==> src/sv/cma_pkg.sv <==
`default_nettype none

package cma_pkg;

  localparam int AVG_W  = 24;
  localparam int CFG_W  = 9;
  localparam int FRAC_W = 8;

  typedef enum logic {
    FR_IDLE,
    FR_UPDATE
  } front_state_t;

  typedef enum logic [1:0] {
    BK_IDLE,
    BK_DIV,
    BK_HOLD
  } back_state_t;

endpackage

`default_nettype wire

==> src/sv/cma_back.sv <==
`default_nettype none

module cma_back import cma_pkg::*; #(
  parameter int SUM_W = 25,
  parameter int CNT_W = 9
) (
  input  wire logic                    clk,
  input  wire logic                    rst_n,
  input  wire logic                    q_empty,
  output logic                         q_pop,
  input  wire logic signed [SUM_W-1:0] q_sum,
  input  wire logic        [CNT_W-1:0] q_cnt,
  input  wire logic                    q_filled,
  input  wire logic                    q_last,
  output logic                         out_valid,
  input  wire logic                    out_ready,
  output logic signed      [AVG_W-1:0] out_average,
  output logic                         out_filled,
  output logic                         out_last
);

  localparam int DIV_W  = SUM_W + FRAC_W;
  localparam int Q_W    = (DIV_W + 1 > AVG_W) ? DIV_W + 1 : AVG_W;
  localparam int STEP_W = (DIV_W > 1) ? $clog2(DIV_W) : 1;

  back_state_t              st_r, st_nxt;
  logic                     ovld_r, ovld_nxt;
  logic        [STEP_W-1:0] step_r, step_nxt;
  logic        [DIV_W-1:0]  dvd_r, dvd_nxt;
  logic        [DIV_W-1:0]  quo_r, quo_nxt;
  logic        [CNT_W-1:0]  rem_r, rem_nxt;
  logic        [CNT_W-1:0]  dsr_r;
  logic                     neg_r;
  logic                     fill_r;
  logic                     last_r;
  logic signed [AVG_W-1:0]  avg_r;
  logic                     ofill_r;
  logic                     olast_r;

  logic        [SUM_W-1:0]  mag;
  logic        [CNT_W:0]    shifted;
  logic        [CNT_W:0]    diff;
  logic                     ge;
  logic signed [DIV_W:0]    qs;
  logic signed [Q_W-1:0]    q_ext;
  logic                     load_out;

  assign mag     = q_sum[SUM_W-1] ? SUM_W'(-q_sum) : SUM_W'(q_sum);
  assign shifted = {rem_r, dvd_r[DIV_W-1]};
  assign diff    = shifted - {1'b0, dsr_r};
  assign ge      = (shifted >= {1'b0, dsr_r});
  assign qs      = neg_r ? -$signed({1'b0, quo_r}) : $signed({1'b0, quo_r});
  assign q_ext   = Q_W'(qs);

  assign out_valid   = ovld_r;
  assign out_average = avg_r;
  assign out_filled  = ofill_r;
  assign out_last    = olast_r;

  always_comb begin
    st_nxt   = st_r;
    ovld_nxt = ovld_r;
    step_nxt = step_r;
    dvd_nxt  = dvd_r;
    quo_nxt  = quo_r;
    rem_nxt  = rem_r;
    q_pop    = 1'b0;
    load_out = 1'b0;
    if (ovld_r && out_ready) begin
      ovld_nxt = 1'b0;
    end
    case (st_r)
      BK_IDLE: begin
        if (!q_empty) begin
          q_pop    = 1'b1;
          dvd_nxt  = {mag, FRAC_W'(0)};
          quo_nxt  = '0;
          rem_nxt  = '0;
          step_nxt = STEP_W'(DIV_W - 1);
          st_nxt   = BK_DIV;
        end
      end
      BK_DIV: begin
        rem_nxt = ge ? diff[CNT_W-1:0] : shifted[CNT_W-1:0];
        quo_nxt = {quo_r[DIV_W-2:0], ge};
        dvd_nxt = {dvd_r[DIV_W-2:0], 1'b0};
        if (step_r == '0) begin
          st_nxt = BK_HOLD;
        end else begin
          step_nxt = step_r - 1'b1;
        end
      end
      BK_HOLD: begin
        if (!ovld_r || out_ready) begin
          load_out = 1'b1;
          ovld_nxt = 1'b1;
          st_nxt   = BK_IDLE;
        end
      end
      default: begin
        st_nxt = BK_IDLE;
      end
    endcase
  end

  always_ff @(posedge clk) begin
    if (!rst_n) begin
      st_r   <= BK_IDLE;
      ovld_r <= 1'b0;
    end else begin
      st_r   <= st_nxt;
      ovld_r <= ovld_nxt;
    end
  end

  always_ff @(posedge clk) begin
    step_r <= step_nxt;
    dvd_r  <= dvd_nxt;
    quo_r  <= quo_nxt;
    rem_r  <= rem_nxt;
    if (q_pop) begin
      dsr_r  <= q_cnt;
      neg_r  <= q_sum[SUM_W-1];
      fill_r <= q_filled;
      last_r <= q_last;
    end
    if (load_out) begin
      avg_r   <= q_ext[AVG_W-1:0];
      ofill_r <= fill_r;
      olast_r <= last_r;
    end
  end

endmodule

`default_nettype wire

==> config.mk <==
export PLATFORM = sky130hd
export DESIGN_NAME = cma_back
export DESIGN_NICKNAME = d
export VERILOG_FILES = /design/src/sv/cma_pkg.sv /design/src/sv/cma_back.sv
export SDC_FILE = /design/constraint.sdc
export NUM_CORES = 1
export LEC_CHECK = 0
export BUFFER_PORTS_ARGS = -buffer_cell sky130_fd_sc_hd__buf_2
export CAP_MARGIN = 20
export CELL_PAD_IN_SITES_DETAIL_PLACEMENT = 0
export CELL_PAD_IN_SITES_GLOBAL_PLACEMENT = 1
export CORE_MARGIN = 4
export CORE_UTILIZATION = 50
export CTS_CLUSTER_SIZE = 25
export DETAILED_ROUTE_END_ITERATION = 8
export PLACE_DENSITY = 0.92
export SETUP_SLACK_MARGIN = 0.5
export SYNTH_ARGS = -nofsm -noshare
export SYNTH_HDL_FRONTEND = slang
export SYNTH_SLANG_ARGS = --single-unit
==> constraint.sdc <==
create_clock -name clk -period 4.1 [get_ports clk]
set_input_delay 0.615 -clock clk [delete_from_list [all_inputs] [get_ports clk]]
set_output_delay 0.615 -clock clk [all_outputs]
set_load 0.05 [all_outputs]
==> metrics.txt, run 1 <==
Max stage delay on crit path=540 ps; Die Y-Extent=110 um; skew final=13.8 ps; HPWL after detailed placement=6430 um; mux contribution to synthesized area=1.15%; first-pass GRT wire length=15400 um; Psw=664 uW; FP Rows=37; Die Wd=110 um; CP Cell Sequence=or4_4 > or4_4 > or4_4 > o41ai_4 > xnor2_1; Layout Cells excl Fill=640; DR WL/cell=14.3 um; PD cells=412 mW/mm^2; worst r2r path cells=5; Worst Hold End=fill_r; Slew Viols, Final=0; final setup fails=0; YS warnings=0; sequential share of power=56.2%; drt total wl=9170 um; Hold Crit Class=in2reg; sw frac=27.1%; Die ar.=0.0122 sq mm; Setup Crit Path Kind=reg2reg; Most used DFF post-synth=edfxtp_1; Hold Fails Final Rpt=0; Post-Syn Area=0.00524 sq mm; Buf+Inv Stages, Crit Path=0; area of the core=0.0103 sq mm; CTS tree=yes; # DRC=0; GRT Overall Usage=15.1%; Vias/cell=5.31; distinct cell type count after synthesis=45; adder-cell share of the synthesized area=3.25%; most common cell after layout, fill and taps aside=edfxtp_1; Post-CTS Hold Fix Bufs=0; Num CTS Buffers=9; Internal Power=1.78 mW; Final #Nets=552; RR Endpoint=out_average[19]; number of flops mapped to enable cells by yosys=102; crit path max-delay cell type=or4_4; cells after synthesis=433; WP data arrival=2700 ps; sequential-to-total area share from yosys stat=59.6%; H-tree Lvls=3; Async SR Flop Fraction=0%; antenna cells=0; main combinational cell family by area after synthesis=simple AND/OR/NAND/NOR gates; largest net degree at the start of global routing=67; initial core utilization=51.0%; reg2reg start=quo_r[8]; initial antenna violation count=0; clk sinks=105; Post-Synth Simple-Gate Area=13.6%; Startpoint Class=flip-flop; CTS clock-pin slew for the worst setup and hold paths=110 ps; worst slack, placed=1410 ps; cell depth of the worst hold path=1; Max-Cap Viols=0; Post-DRT Antenna Nets=0; area grow syn2layout=13.3%; Yosys reg bits=105; Hold Startpoint=q_filled; Clk Latency, worst-skew pair=360 ps; RSZ-0062 raised after global routing=no; Avg Inst Size Synth=12.1 sq um; post-synthesis compound-gate area fraction=11.5%; CP dominant cell by count=or4_4; CP Capture Type=flip-flop; Root Driver=clkbuf_8; crit-path max FO=5; Syn Nets=486; post-synthesis xor/xnor area fraction=8.35%; drt pass-1 iters=5; Initial DRC Count=122; slew at the pin closest to its max-slew limit=1040 ps; Worst setup startpoint=quo_r[8]; post-CTS setup buffers=0; Rel. slew slack=30.9%; Vias=3401; commonest cells after routing, fill and taps aside=102 x edfxtp_1, 67 x buf_2, 34 x nand2_1, 34 x o21ai_0; vias in the first global route=3290; status=finished, final reports clean; reg2reg setup slack=1510 ps; Setup WS post-layout=1510 ps; final setup TNS=0 ps; Fmax=387 MHz; Tcrit/Tclk final=63.0%; clock group share of total power=26.5%; Comb pwr share=17.3%; Ports=68; GPL Wtd Cong=0.784; Leak Pwr=2.21 nW; critical path data required time=4210 ps; IO buf count=67; shortest period the worst path allows=2590 ps; total grt overflow=0; VDD IR max=209 uV; Crit path max-delay family=simple AND/OR/NAND/NOR gates; fillers=846; share of cells above drive strength 1=19.6%; post-CTS sizing=0; deepest clock path buffer count=2; placed cells=622
[logic make-up after synthesis]
family,after synthesis
mux,6
compound gates,91
xor+xnor,50
fa+ha+maj,13
flops,105
simple gates,135
buf+inv,33
[power groups by stage]
stage          registers [mW]  clock network [mW]  logic (mW)
2_1_floorplan            1.38                   0       0.323
3_3_place_gp             1.39                   0       0.404
3_5_place_dp             1.40                   0       0.420
4_1_cts                  1.38               0.660       0.423
5_1_grt                  1.39               0.710       0.475
6_report                 1.38               0.649       0.422
[state kept, by name, summed over array words and instances (netlist names), 2 cells and up]
signal	cells
rem_r	9
dvd_r	25
dsr_r	9
st_r	2
out_average	24
step_r	6
quo_r	24
[cells in the mapped netlist (9+ instances only)]
cell / count / area share (%)
xnor2_1: 28 / 4.7
nor2_1: 28 / 2.0
o31ai_1: 14 / 2.0
clkbuf_1: 14 / 1.0
inv_1: 17 / 1.2
and2_1: 21 / 2.5
nand2b_1: 9 / 1.1
a21oi_1: 14 / 1.3
nand2_1: 35 / 2.5
ha_1: 12 / 2.9
xor2_1: 22 / 3.7
edfxtp_1: 102 / 58
o21ai_0: 34 / 3.2
[area by class of cell]
class	instances	area [sq um]	share of cell area, %
clock buffers	9	124	2.08
multi-input cells	295	2000	33.7
clock inverters	7	75.1	1.26
well taps	136	170	2.86
inverters	17	63.8	1.07
repair buffers	71	385	6.48
flip-flops and latches	105	3120	52.5
[worst max path at each step]
stage | to | slack (ps) | cells after the start
floorplan | dvd_r[10] | 1460 | 4
detailed placement | dvd_r[31] | 1410 | 6
CTS | out_average[19] | 1520 | 5
finish | out_average[19] | 1510 | 5
global placement | dvd_r[31] | 1470 | 6
global route | rem_r[3] | 1420 | 9
[routing by layer]
metal	routed length (um)	GRT usage, %	vias to the layer above	share of wire, %
met3	507	3.23	13	5.5
met4	119	4.93	0	1.3
li1	-	-	1711	-
met1	4240	20.5	1584	46
met5	0	0	-	0
met2	4310	24.4	93	47
[stage by stage]
step           power, mW  hold WS, ps  util, %  instance area, sq um
4_1_cts             2.46          408     57.5                  5910
3_3_place_gp        1.80          400     55.6                  5710
2_1_floorplan       1.71          400        -                  5240
3_5_place_dp        1.82          413     55.6                  5710
6_report            2.45          423     57.8                  5940
5_1_grt             2.57          393     57.8                  5940
(Power assumes the default switching activity.)
==> run 2: changes to the inputs <==
--- a/config.mk
+++ b/config.mk
@@ -5,15 +5,16 @@
 export SDC_FILE = /design/constraint.sdc
 export NUM_CORES = 1
 export LEC_CHECK = 0
+export ABC_AREA = 1
 export BUFFER_PORTS_ARGS = -buffer_cell sky130_fd_sc_hd__buf_2
 export CAP_MARGIN = 20
 export CELL_PAD_IN_SITES_DETAIL_PLACEMENT = 0
 export CELL_PAD_IN_SITES_GLOBAL_PLACEMENT = 1
 export CORE_MARGIN = 4
-export CORE_UTILIZATION = 50
+export CORE_UTILIZATION = 40
 export CTS_CLUSTER_SIZE = 25
 export DETAILED_ROUTE_END_ITERATION = 8
-export PLACE_DENSITY = 0.92
+export PLACE_DENSITY = 0.83
 export SETUP_SLACK_MARGIN = 0.5
 export SYNTH_ARGS = -nofsm -noshare
 export SYNTH_HDL_FRONTEND = slang
==> constraint.sdc (replaced) <==
create_clock -name clk -period 2.2 [get_ports clk]
set_input_delay 0.33 -clock clk [delete_from_list [all_inputs] [get_ports clk]]
set_output_delay 0.33 -clock clk [all_outputs]
set_load 0.05 [all_outputs]
==> metrics.txt, run 2 <==
Crit path max-delay family=simple AND/OR/NAND/NOR gates; Syn Nets=707; distinct cell type count after synthesis=30; leading area contributor after synthesis=edfxtp_1; Rel. slew slack=52.7%; max reg flops=25; synth cell count leaders=179 x nand2_1, 106 x nor2_1, 102 x edfxtp_1; Async SR Flop Fraction=0%; status=finished, final reports clean; critical path data required time=2310 ps; Die Wd=128 um; Root Driver=clkbuf_16; Die Y-Extent=128 um; Vias=4594; final setup TNS=0 ps; Hold Crit Class=in2reg; Max-Cap Viols=0; number of flops mapped to enable cells by yosys=102; Setup WS post-layout=305 ps; CP Capture Type=flip-flop; Vias/cell=4.87; # DRC=0; Max stage delay on crit path=390 ps; final setup fails=0; Buf+Inv Stages, Crit Path=2; Slew Viols, Final=0; Clk Latency, worst-skew pair=350 ps; Largest Register=dvd_r; Num CTS Buffers=9; area of the multi-input gates=0.00255 sq mm; most common cell after layout, fill and taps aside=nand2_1; CP Cell Sequence=inv_2 > ha_4 > inv_4 > fa_2 > nand3_2 > nand2_4 > nand2_4 > nand2_4 > nand2_8 > nand2_8 > nor2_2 > nor2_1; Yosys reg bits=105; Hold Fails Final Rpt=0; deepest clock path buffer count=2; Most used DFF post-synth=edfxtp_1; worst r2r path cells=12; GRT Overall Usage=15.8%; initial antenna violation count=2; HPWL after detailed placement=8700 um; drt pass-1 iters=5; Setup Crit Path Kind=reg2reg; CTS clock-pin slew for the worst setup and hold paths=70 ps; top cell type's share of synthesized area=53.4%; Fmax=528 MHz; GPL Wtd Cong=0.881; Avg Inst Size Synth=8.76 sq um; slew at the pin closest to its max-slew limit=708 ps; FP Rows=43; DR WL/cell=13.7 um; Ports=68; initial core utilization=41.1%; crit path max-delay cell type=edfxtp_1; fillers=1298; cells after synthesis=654; largest cells by area after synthesis=edfxtp_1 53%, nand2_1 12%, nor2_1 6.9%; VDD IR max=443 uV; commonest cells after routing, fill and taps aside=171 x nand2_1, 102 x edfxtp_1, 91 x nor2_1; Layout Cells excl Fill=944; total grt overflow=0; drt total wl=13000 um; YS warnings=0; area grow syn2layout=25.0%; Die ar.=0.0163 sq mm; IO buf count=67; placed cells=890; count leader, synth=nand2_1; shortest period the worst path allows=1900 ps; clk sinks=105; crit-path max FO=7; area of the core=0.0139 sq mm; PD cells=755 mW/mm^2; first-pass GRT wire length=20600 um; largest net degree at the start of global routing=59; CP dominant cell by count=nand2_4; H-tree Lvls=3; Levels on crit path=12; Startpoint Class=flip-flop; Post-DRT Antenna Nets=0; Initial DRC Count=332; cell depth of the worst hold path=1; antenna cells=0; Register Area=0.00312 sq mm; RSZ-0062 raised after global routing=yes; Post-Syn Area=0.00573 sq mm; CTS tree=yes; Final #Nets=812; Leak Pwr=3.10 nW; vias in the first global route=4372; share of cells above drive strength 1=25.8%; worst slack, placed=222 ps; WP data arrival=2000 ps; skew final=10.5 ps; Tcrit/Tclk final=86.1%; sequential-to-total area share from yosys stat=54.5%
## run 2: path summary, 6_finish.rpt
path / start / end / slack (ps)
max: dvd_r[32] / rem_r[4] / 300
min: q_filled / fill_r / 150
max reg2reg: dvd_r[32] / rem_r[4] / 300
min reg2reg: last_r / out_last / 430
## run 2: logic make-up after synthesis
family,after synthesis,share of synthesized area [%]
AO/OA/AOI/OAI,42,3.95
flip-flops,105,54.5
AND/OR/NAND/NOR,374,27.9
buffers and inverters,95,6.86
adder cells (fa/ha/maj),13,2.97
XOR/XNOR,25,3.82
## run 2: repair_timing
item                                    in CTS  in global routing
pin swaps                                    8                 20
hold buffers                                 0                  0
endpoints found under the hold margin        0                  0
setup buffers                               13                 22
gates resized for setup                     18                 52
endpoints found under the setup margin      79                 92
cloned                                       1                  2
## run 2: power breakdown
group,total (mW),switching [mW],internal [mW],leakage (nW)
logic,1.32,0.785,0.537,1.94
clock network,1.54,0.751,0.785,0.135
registers,2.55,0.106,2.44,1.02
## run 2: cell type report
type	count	share of cell area (%)
well taps	180	3.14
flip-flops and latches	105	43.6
repair buffers	107	9.52
clock buffers	10	3.20
multi-input cells	457	35.6
clock inverters	6	0.699
inverters	79	4.26
## run 2: layer usage
metal	up-vias	track usage (%)	routed length, um	share of wire (%)
met5	-	0	36	0.28
met4	4	5.81	233	1.8
met3	21	3.58	601	4.6
met2	89	25.9	6230	48
met1	2131	20.5	5850	45
li1	2349	-	-	-
## run 2: per-stage QoR
stage / utilization [%] / cell area, sq um / power [mW] / hold slack, ps
floorplan: - / 5770 / 3.32 / 400
CTS: 48.3 / 6730 / 5.21 / 138
finish: 51.4 / 7160 / 5.41 / 154
global route: 51.4 / 7160 / 5.72 / 142
global placement: 45.0 / 6270 / 3.54 / 408
detailed placement: 45.0 / 6270 / 3.57 / 415
