`config.mk`:
```
export PLATFORM = sky130hd
export DESIGN_NAME = cma_fifo
export DESIGN_NICKNAME = d
export VERILOG_FILES = /design/src/sv/cma_fifo.sv
export SDC_FILE = /design/constraint.sdc
export NUM_CORES = 1
export LEC_CHECK = 0
export BUFFER_PORTS_ARGS = -buffer_cell sky130_fd_sc_hd__buf_4
export CAP_MARGIN = 10
export CORE_MARGIN = 2
export CORE_UTILIZATION = 52
export CTS_CLUSTER_DIAMETER = 120
export CTS_CLUSTER_SIZE = 8
export DETAILED_ROUTE_END_ITERATION = 7
export MAX_ROUTING_LAYER = met4
export PLACE_DENSITY = 0.91
export SYNTH_ARGS = -nofsm -noshare
export SYNTH_HDL_FRONTEND = slang
export SYNTH_SLANG_ARGS = --single-unit
```
`constraint.sdc`:
```
create_clock -name clk -period 3.03 [get_ports clk]
set_input_delay 0.303 -clock clk [delete_from_list [all_inputs] [get_ports clk]]
set_output_delay 0.303 -clock clk [all_outputs]
set_load 0.01 [all_outputs]
```
`src/sv/cma_fifo.sv`:
```
`default_nettype none

module cma_fifo #(
  parameter int WIDTH = 8,
  parameter int DEPTH = 2
) (
  input  wire logic             clk,
  input  wire logic             rst_n,
  input  wire logic             push,
  input  wire logic [WIDTH-1:0] din,
  output logic                  full,
  input  wire logic             pop,
  output logic      [WIDTH-1:0] dout,
  output logic                  empty
);

  localparam int PTR_W = (DEPTH > 1) ? $clog2(DEPTH) : 1;
  localparam int CNT_W = $clog2(DEPTH + 1);

  logic [WIDTH-1:0] slot_r [DEPTH];
  logic [PTR_W-1:0] wr_ptr_r, wr_ptr_nxt, rd_ptr_r, rd_ptr_nxt;
  logic [CNT_W-1:0] count_r, count_nxt;
  logic             do_push, do_pop;

  assign full    = (count_r == CNT_W'(DEPTH));
  assign empty   = (count_r == '0);
  assign dout    = slot_r[rd_ptr_r];
  assign do_push = push && !full;
  assign do_pop  = pop && !empty;

  always_comb begin
    wr_ptr_nxt = wr_ptr_r;
    rd_ptr_nxt = rd_ptr_r;
    count_nxt  = count_r;
    if (do_push) begin
      wr_ptr_nxt = (wr_ptr_r == PTR_W'(DEPTH - 1)) ? '0 : wr_ptr_r + 1'b1;
    end
    if (do_pop) begin
      rd_ptr_nxt = (rd_ptr_r == PTR_W'(DEPTH - 1)) ? '0 : rd_ptr_r + 1'b1;
    end
    if (do_push && !do_pop) begin
      count_nxt = count_r + 1'b1;
    end else if (do_pop && !do_push) begin
      count_nxt = count_r - 1'b1;
    end
  end

  always_ff @(posedge clk) begin
    if (!rst_n) begin
      wr_ptr_r <= '0;
      rd_ptr_r <= '0;
      count_r  <= '0;
    end else begin
      wr_ptr_r <= wr_ptr_nxt;
      rd_ptr_r <= rd_ptr_nxt;
      count_r  <= count_nxt;
    end
  end

  always_ff @(posedge clk) begin
    if (do_push) begin
      slot_r[wr_ptr_r] <= din;
    end
  end

endmodule

`default_nettype wire

```
==> results.txt, run 1 <==
area share of the largest cell type after synthesis: 59.4%
gpl congestion: 0.692
postcts setup bufs: 0
status: complete, no violations
Final Max Tran Viols: 0
placed cell areas: 982 µm²
syn avg cell area: 16.2 µm²
post-synth cell types: 20
CP required: 2730 ps
antenna viol nets, final: 0
Hold Path End: slot_r[0][3]$_DFFE_PP_
hold_buf cts: 0
area leader, netlist: edfxtp_1
Max FO, Critical Path: 8
Hold Crit Start: din[3]
Int Power: 0.000573 W
VDD IR max: 525 µV
gr ovfl total: 0
P_sw: 0.000230 W
Port-buffer cells: 21
die extent in x: 43.5 µm
# DRC: 0
FF-to-FF End: count_r[1]$_SDFFE_PN0P_
nets@finish: 88
worst-case reg-to-reg path depth: 6
Die ar.: 0.00189 mm²
clk_skew: 2.14 ps
R2R setup slack: 1470 ps
max-cap check violation count: 0
Root Driver: clkbuf_4
wire per inst: 13.5 µm
Clk network pwr share: 15.7%
metal2 WL: 620 µm
global-route wire length before repair: 1900 µm
combinational share of power: 33.8%
HPWL Detailed: 933 µm
I/O Pins: 22
Clock Sinks: 21
Total Routing Usage GR: 14.8%
Area growth, synth to finish: 24.6%
H-tree Lvls: 1
Setup Viol. Count Final: 0
FP Rows: 14
final worst-path cycle share: 54.8%
LEAKAGE: 0.397 nW
clk_lat worst skew: 290 ps
Die Y-Extent: 43.5 µm
Synth warnings: 0
initial antenna violation count: 0
CP max-delay cell: dfxtp_1
synthesized flop and latch total: 21
CP cell instances: mux2_2, buf_4
sequential fraction of the synthesis area: 71.7%
fmax: 0.603 GHz
reg2reg start: count_r[0]$_SDFFE_PN0P_
Syn Std Cell Area: 810 µm²
Core ar.: 0.00149 mm²
CTS clk-pin slew, worst paths: 110 ps
Vias: 455
top sig layer: met3
Num CTS Buffers: 3
fraction of layout cells with a size suffix above 1: 45.9%
Initial Util: 54.4%
DRT Wirelength: 1220 µm
clock tree from TritonCTS: done
Worst-Margin Slew: 687 ps
synthesized instance count: 50
CP Capture Type: primary output
Initial DRC Count: 8
critical path type: flip-flop to primary output
largest net degree at the start of global routing: 12
Final Hold Viols: 0
Max clock buf depth: 2
slew margin rel.: 53.9%
TritonRoute pass-1 iters: 2
Syn Nets: 63
part of the power in registers: 50.4%
Worst Hold Class: primary input to flip-flop
CP arrival: 1360 ps
vias in the first global route: 415
final instance area: 0.00101 mm²
fin crit period: 1660 ps
Crit path buffers/inverters: 1
PwrDens: 796 mW/mm²
Worst path top cell family by delay: flip-flops
vias per cell: 5.06
Synth area leaders: edfxtp_1, dfxtp_1, mux2_2, and2_1, xnor2_1
Setup Total Neg Slack: 0 ps
max incr delay on CP: 540 ps
filler cell count: 109
number of diodes: 0
CP startpoint kind: flip-flop
unrepaired setup endpoints after global routing: no
hold depth: 1
DR WL met3: 79 µm
switching share of power: 28.7%
# resized after CTS: 0
M1 WL: 517 µm
logic make-up (layout without fill, tap and decap cells):
logic type | count (synthesis) | after routing | synth area share (%)
flops | 21 | 21 | 71.7
simple gates | 9 | 9 | 6.80
mux | 8 | 8 | 11.1
compound gates | 5 | 5 | 4.02
xor+xnor | 3 | 3 | 3.25
buf+inv | 3 | 27 | 1.54
fa+ha+maj | 1 | 1 | 1.55
flip-flops by register name, indices dropped and copies added, names as in the netlist, named ones only:
signal    count
slot_r       16
wr_ptr_r      1
count_r       2
rd_ptr_r      1
layout by cell type, fill, tap and decap left out, drive strengths merged:
cell type,n
buf,21
inv,2
nand2b,1
and2,3
o21ai,2
mux2,8
a21boi,2
edfxtp,16
and3,1
dfxtp,5
clkbuf,4
nor3,1
nor2,2
ha,1
o21a,1
xor2,1
or3,1
xnor2,2
layer usage:
metal,up-vias,global-route usage [%]
met5,-,-
met4,0,5.45
met3,0,4.17
met2,15,22.7
met1,209,18.9
li1,231,-
Yosys cell counts, drive strengths merged:
library cell and number:
mux2 8, ha 1, dfxtp 5, xnor2 2, o21ai 2, nor2 2, and3 1, buf 1
inv 2, o21a 1, xor2 1, nand2b 1, edfxtp 16, nor3 1, a21boi 2, and2 3
or3 1
per-stage QoR:
stage / power, W / utilization [%] / std cells / setup WS (ps) / hold WS (ps)
after floorplan: 0.000575 / - / 50 / 1560 / 402
after global placement: 0.000673 / 66.0 / 86 / 1550 / 490
after detailed placement: 0.000688 / 66.0 / 86 / 1450 / 493
after CTS: 0.000816 / 67.7 / 90 / 1340 / 178
after global routing: 0.000852 / 67.7 / 90 / 1280 / 164
final: 0.000803 / 67.7 / 90 / 1370 / 191
how the worst max path moves through the flow:
stage,slack [ps],to,cells after the start
after floorplan,1560,count_r[1]$_SDFFE_PN0P_,6
final,1370,dout[6],2
after detailed placement,1450,slot_r[0][2]$_DFFE_PP_,3
after CTS,1340,dout[6],2
after global placement,1550,slot_r[0][7]$_DFFE_PP_,3
after global routing,1280,dout[6],2
area by class of cell:
cell class | count | area [µm²] | area share, %
Clock buffer | 4 | 26.3 | 2.61
Inverter | 2 | 7.51 | 0.744
Multi-Input combinational cell | 26 | 216 | 21.5
Sequential cell | 21 | 581 | 57.6
Tap cell | 16 | 20.0 | 1.99
Timing Repair Buffer | 21 | 158 | 15.6
power groups by stage:
stage          registers, W  clock network (W)  logic [W]
6_report           0.000405           0.000126   0.000271
2_1_floorplan      0.000393                  0   0.000182
3_3_place_gp       0.000410                  0   0.000264
4_1_cts            0.000407           0.000133   0.000277
5_1_grt            0.000412           0.000144   0.000297
3_5_place_dp       0.000413                  0   0.000275
worst reg2reg max path: stages (launching register included):
cell      delay (ps)
dfxtp_1          430
nand2b_1         190
inv_2             60
nor2_1            80
ha_1             260
or3_1            350
a21boi_1         140
(Power assumes the default switching activity.)
==> inputs of run 2 (changes only) <==
--- a/config.mk
+++ b/config.mk
@@ -8,12 +8,12 @@
 export BUFFER_PORTS_ARGS = -buffer_cell sky130_fd_sc_hd__buf_4
 export CAP_MARGIN = 10
 export CORE_MARGIN = 2
-export CORE_UTILIZATION = 52
+export CORE_UTILIZATION = 44
 export CTS_CLUSTER_DIAMETER = 120
 export CTS_CLUSTER_SIZE = 8
 export DETAILED_ROUTE_END_ITERATION = 7
 export MAX_ROUTING_LAYER = met4
-export PLACE_DENSITY = 0.91
+export PLACE_DENSITY = 0.83
 export SYNTH_ARGS = -nofsm -noshare
 export SYNTH_HDL_FRONTEND = slang
 export SYNTH_SLANG_ARGS = --single-unit
==> constraint.sdc (replaced) <==
create_clock -name clk -period 1.4 [get_ports clk]
set_input_delay 0.14 -clock clk [delete_from_list [all_inputs] [get_ports clk]]
set_output_delay 0.14 -clock clk [all_outputs]
set_load 0.01 [all_outputs]
==> run 2 against run 1 <==
Effect of this change:
- the run now ends with setup timing left
- sequential share of layout area fell by 10 points
- highest routed layer is now met4
- sequential cell count did not move
- die area rose by 16%
- power rose to 2.6 times the previous value
- clock power rose by 130%
- first-iteration DRC count fell by 50%
- non-clock buffer count rose by 11
- clock-buffer cell count fell by 1
- sequential power rose by 130%
- register-to-register slack got worse by 1500 ps
- global-route usage rose by 0.68 points
- critical endpoint is now count_r[1]$_SDFFE_PN0P_
- largest cell class unchanged
- clock skew rose by 6.9 ps
==> results.txt, run 2 (synthesis results as in run 1) <==
status: complete, but fails checks
violated checks: setup timing
fmax: 0.713 GHz
dpl cells: 99
Area growth, synth to finish: 52.9%
Core ar.: 0.00173 mm²
antenna viol nets, final: 0
Setup Total Neg Slack: -3.15 ps
CP cell instances: nand2b_4, inv_4, nor2_4, ha_4, xor2_2, or3_4, a21boi_2
initial antenna violation count: 0
Initial DRC Count: 4
max-cap check violation count: 0
commonest non-fill, non-tap cell in the layout: buf_4
LEAKAGE: 0.492 nW
H-tree Lvls: 1
Initial Util: 46.9%
clk_skew: 8.99 ps
Die Y-Extent: 46.9 µm
final worst-path cycle share: 100%
Worst path top cell family by delay: simple AND/OR/NAND/NOR gates
HPWL Detailed: 1010 µm
clock tree from TritonCTS: done
CP arrival: 1650 ps
worst hold margin: 25.3 ps
Largest register FFs: 16
registers with the most flip-flops: slot_r x16, count_r x2
VDD IR max: 1130 µV
Port-buffer cells: 21
number of diodes: 0
Max clock buf depth: 2
CP Capture Type: flip-flop
Crit path buffers/inverters: 1
Worst Hold Class: primary input to flip-flop
Final Max Tran Viols: 0
DRT Wirelength: 1520 µm
FP Rows: 15
placed cell areas: 0.00104 mm²
die extent in x: 46.9 µm
critical path type: flip-flop to flip-flop
gpl congestion: 0.712
Setup Viol. Count Final: 1
vias in the first global route: 542
TritonRoute pass-1 iters: 4
global-route wire length before repair: 2210 µm
CP required: 1650 ps
nets@finish: 99
Max FO, Critical Path: 3
PwrDens: 1710 mW/mm²
CTS clk-pin slew, worst paths: 120 ps
slew margin rel.: 73.4%
I/O Pins: 22
# DRC: 0
Final Non-Filler Cells: 110
largest net degree at the start of global routing: 14
max incr delay on CP: 360 ps
largest reg by FF count: slot_r
CP max-delay cell: dfxtp_2
Root Driver: clkbuf_4
CP startpoint kind: flip-flop
Total Routing Usage GR: 15.5%
Num CTS Buffers: 3
Clock Sinks: 21
wire per inst: 13.8 µm
commonest cells after routing, fill and taps aside: buf_4, edfxtp_1, mux2_4, buf_6, dlygate4sd3_1
vias per cell: 4.75
final instance area: 0.00124 mm²
Final WS setup: -3.15 ps
clk_lat worst skew: 310 ps
fraction of layout cells with a size suffix above 1: 58.8%
gr ovfl total: 0
Die ar.: 0.00220 mm²
unrepaired setup endpoints after global routing: yes
fin crit period: 1400 ps
Worst-Margin Slew: 399 ps
Vias: 522
Final Hold Viols: 0
[run 2: cell types whose count changed in the layout (fill, tap and decap cells not counted), sizes merged]
cell / delta
clkinvlp: +1
clkbuf: -1
buf: +5
dlygate4sd3: +6
[run 2: stage by stage]
step / worst slack, ps / util [%] / total power (W)
global placement: 22.6 / 60.1 / 0.00155
detailed placement: -35.7 / 60.1 / 0.00158
finish: -3.15 / 71.7 / 0.00212
global route: -51.3 / 71.7 / 0.00224
floorplan: 4.75 / - / 0.00128
CTS: -10.6 / 63.8 / 0.00195
[run 2: area by class of cell]
| type | count | area (µm²) |
|---|---|---|
| sequential | 21 | 587 |
| fill | 133 | 489 |
| multi-input combinational | 26 | 294 |
| timing repair buffer | 32 | 285 |
| tap | 25 | 31.3 |
| clock buffer | 3 | 22.5 |
| inverter | 2 | 10.0 |
| clock inverter | 1 | 7.51 |
[run 2: worst paths after layout]
kind | from | endpoint | slack, ps | cells after the start
worst max-delay path | count_r[0]$_SDFFE_PN0P_ | count_r[1]$_SDFFE_PN0P_ | -3 | 7
worst min-delay path | din[2] | slot_r[0][2]$_DFFE_PP_ | 30 | 1
worst max register to register | count_r[0]$_SDFFE_PN0P_ | count_r[1]$_SDFFE_PN0P_ | -3 | 7
worst min register to register | count_r[1]$_SDFFE_PN0P_ | count_r[1]$_SDFFE_PN0P_ | 590 | 2
[run 2: power breakdown]
part,internal (W),leakage (nW),switching [W]
clock,0.000109,0.0139,0.000186
sequential,0.000808,0.192,0.000111
combinational,0.000567,0.286,0.000337
total,0.00148,0.492,0.000633
[run 2: timing repair]
item                                    in CTS  in global routing
resized for setup                            7                 20
pin swaps                                    4                  2
hold buffers                                 0                  6
hold endpoints to repair                     0                  9
endpoints found under the setup margin       9                 10
setup buffers                                1                  0
[run 2: layer usage]
metal,vias up,wire length (µm),global-route usage [%]
li1,252,-,-
met1,250,521,13.9
met2,18,905,30.7
met3,2,73,3.85
met4,0,15,5.00
met5,-,0,-
[run 2: worst reg2reg max path: stages, from the launching register on]
cell and delay, ps:
dfxtp_2 360, nand2b_4 150, inv_4 60, nor2_4 30, ha_4 160, xor2_2 140, or3_4 330, a21boi_2 120
==> inputs of run 3 (changes only) <==
--- a/config.mk
+++ b/config.mk
@@ -5,11 +5,11 @@
 export SDC_FILE = /design/constraint.sdc
 export NUM_CORES = 1
 export LEC_CHECK = 0
+export ABC_AREA = 1
 export BUFFER_PORTS_ARGS = -buffer_cell sky130_fd_sc_hd__buf_4
 export CAP_MARGIN = 10
 export CORE_MARGIN = 2
 export CORE_UTILIZATION = 44
-export CTS_CLUSTER_DIAMETER = 120
 export CTS_CLUSTER_SIZE = 8
 export DETAILED_ROUTE_END_ITERATION = 7
 export MAX_ROUTING_LAYER = met4
==> run 3 against run 2 <==
Effect of this change:
- the flow now finishes without violations
- clock power fell by 6%
- global-route usage fell by 2.5 points
- synthesized cell count rose by 26%
- cell area fell by 12%
- via count rose by 3.3%
- power fell by 14%
- non-clock buffer count fell by 6
- sequential share of layout area rose by 6.4 points
- combinational power fell by 28%
- utilization fell by 8.9 points
- worst setup slack improved by 68 ps
- critical endpoint is now dout[0]
==> results.txt, run 3 <==
status: complete, no violations
wire per inst: 11.3 µm
Syn Std Cell Area: 823 µm²
nets@finish: 106
sequential fraction of the synthesis area: 70.5%
Clock Sinks: 21
initial antenna violation count: 0
ys async rst share: 0%
final worst-path cycle share: 95.4%
CP required: 1260 ps
Initial Util: 47.2%
CP arrival: 1200 ps
unrepaired setup endpoints after global routing: yes
Die Y-Extent: 47.3 µm
LEAKAGE: 0.451 nW
CP Capture Type: primary output
antenna viol nets, final: 0
Synth area leaders: edfxtp_1, dfxtp_1, mux2_2, nor2_1, inv_1
FP Rows: 15
clock tree from TritonCTS: done
number of flops mapped to enable cells by yosys: 16
I/O Pins: 22
largest reg by FF count: slot_r
Synth warnings: 0
Synth Flop Type: edfxtp_1
fmax: 0.749 GHz
synthesized flop and latch total: 21
Final Max Tran Viols: 0
Worst Hold Class: primary input to flip-flop
Vias: 539
CP cell instances: mux2_2, buf_4
Max clock buf depth: 2
max incr delay on CP: 420 ps
number of diodes: 0
critical path type: flip-flop to primary output
DRT Wirelength: 1320 µm
Max FO, Critical Path: 8
registers with the most flip-flops: slot_r x16, count_r x2
vias in the first global route: 511
Worst-Margin Slew: 201 ps
# DRC: 0
Syn Nets: 76
area leader, netlist: edfxtp_1
VDD IR max: 937 µV
CTS clk-pin slew, worst paths: 110 ps
area share of the largest cell type after synthesis: 58.4%
H-tree Lvls: 1
Largest register FFs: 16
vias per cell: 4.61
largest net degree at the start of global routing: 12
fraction of layout cells with a size suffix above 1: 51.1%
syn avg cell area: 13.1 µm²
Worst path top cell family by delay: flip-flops
Area growth, synth to finish: 33.0%
Final Hold Viols: 0
Total Routing Usage GR: 13.0%
gpl congestion: 0.671
Core ar.: 0.00175 mm²
fin crit period: 1340 ps
Num CTS Buffers: 3
Die ar.: 0.00223 mm²
commonest non-fill, non-tap cell in the layout: buf_4
clk_lat worst skew: 290 ps
HPWL Detailed: 969 µm
Final Non-Filler Cells: 117
placed cell areas: 0.00103 mm²
post-synth cell types: 15
PwrDens: 1660 mW/mm²
clk_skew: 2.18 ps
Port-buffer cells: 21
global-route wire length before repair: 1960 µm
Crit path buffers/inverters: 1
max-cap check violation count: 0
slew margin rel.: 86.6%
Initial DRC Count: 5
CP startpoint kind: flip-flop
Root Driver: clkbuf_4
Setup Viol. Count Final: 0
gr ovfl total: 0
Core Util, Final: 62.7%
die extent in x: 47.3 µm
count leader, synth: edfxtp_1
Total Power: 0.00182 W
filler cell count: 154
commonest cells in the netlist: edfxtp_1, nor2_1, inv_1, mux2_2, nand2_1
dpl cells: 111
synthesized instance count: 63
final instance area: 0.00109 mm²
CP max-delay cell: dfxtp_4
commonest cells after routing, fill and taps aside: buf_4, edfxtp_1, nor2_1
TritonRoute pass-1 iters: 4
[run 3: cell count changes after synthesis, sizes merged, moves of 2 or more]
cell	previous run	this run
inv	2	9
a21boi	2	0
nand2	0	6
nor2	2	11
xnor2	2	0
and2	3	0
[run 3: final cells by class]
| cell class | instances | area [µm²] | share of cell area (%) |
|---|---|---|---|
| Inverter | 9 | 33.8 | 3.09 |
| Timing Repair Buffer | 26 | 195 | 17.8 |
| Tap cell | 25 | 31.3 | 2.86 |
| Multi-Input combinational cell | 32 | 219 | 20.0 |
| Sequential cell | 21 | 589 | 53.8 |
| Clock buffer | 4 | 26.3 | 2.40 |
[run 3: cells by family (layout without fill, tap and decap cells)]
| logic type | count (synthesis) | in the layout | share of synthesized area [%] |
|---|---|---|---|
| DFF | 21 | 21 | 70.5 |
| and+or+nand+nor | 19 | 19 | 9.42 |
| buffers and inverters | 10 | 39 | 4.71 |
| muxes | 8 | 8 | 10.9 |
| AOI/OAI and AO/OA | 4 | 4 | 2.89 |
| adders and majority gates | 1 | 1 | 1.52 |
[run 3: final timing paths]
check	slack, ps	startpoint	end	depth (start not counted)
max	60	flip-flop	dout[0]	2
min	30	din[1]	slot_r[0][1]$_DFFE_PP_	1
max reg2reg	80	count_r[1]$_SDFFE_PN0P_	count_r[1]$_SDFFE_PN0P_	9
min reg2reg	530	wr_ptr_r$_SDFFE_PN0N_	wr_ptr_r$_SDFFE_PN0N_	2
[run 3: layer usage]
layer	up-vias	part of all wire (%)	wire length (µm)	track usage [%]
met5	-	0	0	-
met4	0	0.38	5	3.33
met3	2	6.4	85	3.46
met2	19	54	720	23.5
met1	247	39	510	13.7
li1	271	-	-	-
[run 3: report_power, final]
part | internal [W] | total, W | leakage [nW] | switching (W)
registers | 0.000811 | 0.000891 | 0.192 | 0.0000804
clock network | 0.000111 | 0.000275 | 0.0150 | 0.000164
logic | 0.000343 | 0.000655 | 0.244 | 0.000311
[run 3: what timing repair did]
action	4_1_cts	5_1_grt
hold buffers	0	0
endpoints found under the setup margin	9	10
buffers inserted	0	2
hold endpoints to repair	0	0
pin swaps	0	2
gates resized for setup	3	6
[run 3: through the flow]
| stage | hold slack, ps | setup TNS [ps] | worst slack, ps |
|---|---|---|---|
| 6_report | 29.4 | 0 | 64.6 |
| 5_1_grt | 6.13 | -37.7 | -37.7 |
| 4_1_cts | 24.9 | 0 | 0.206 |
| 3_5_place_dp | 328 | -32.3 | -32.3 |
| 3_3_place_gp | 325 | 0 | 62.2 |
| 2_1_floorplan | 239 | 0 | 78.1 |
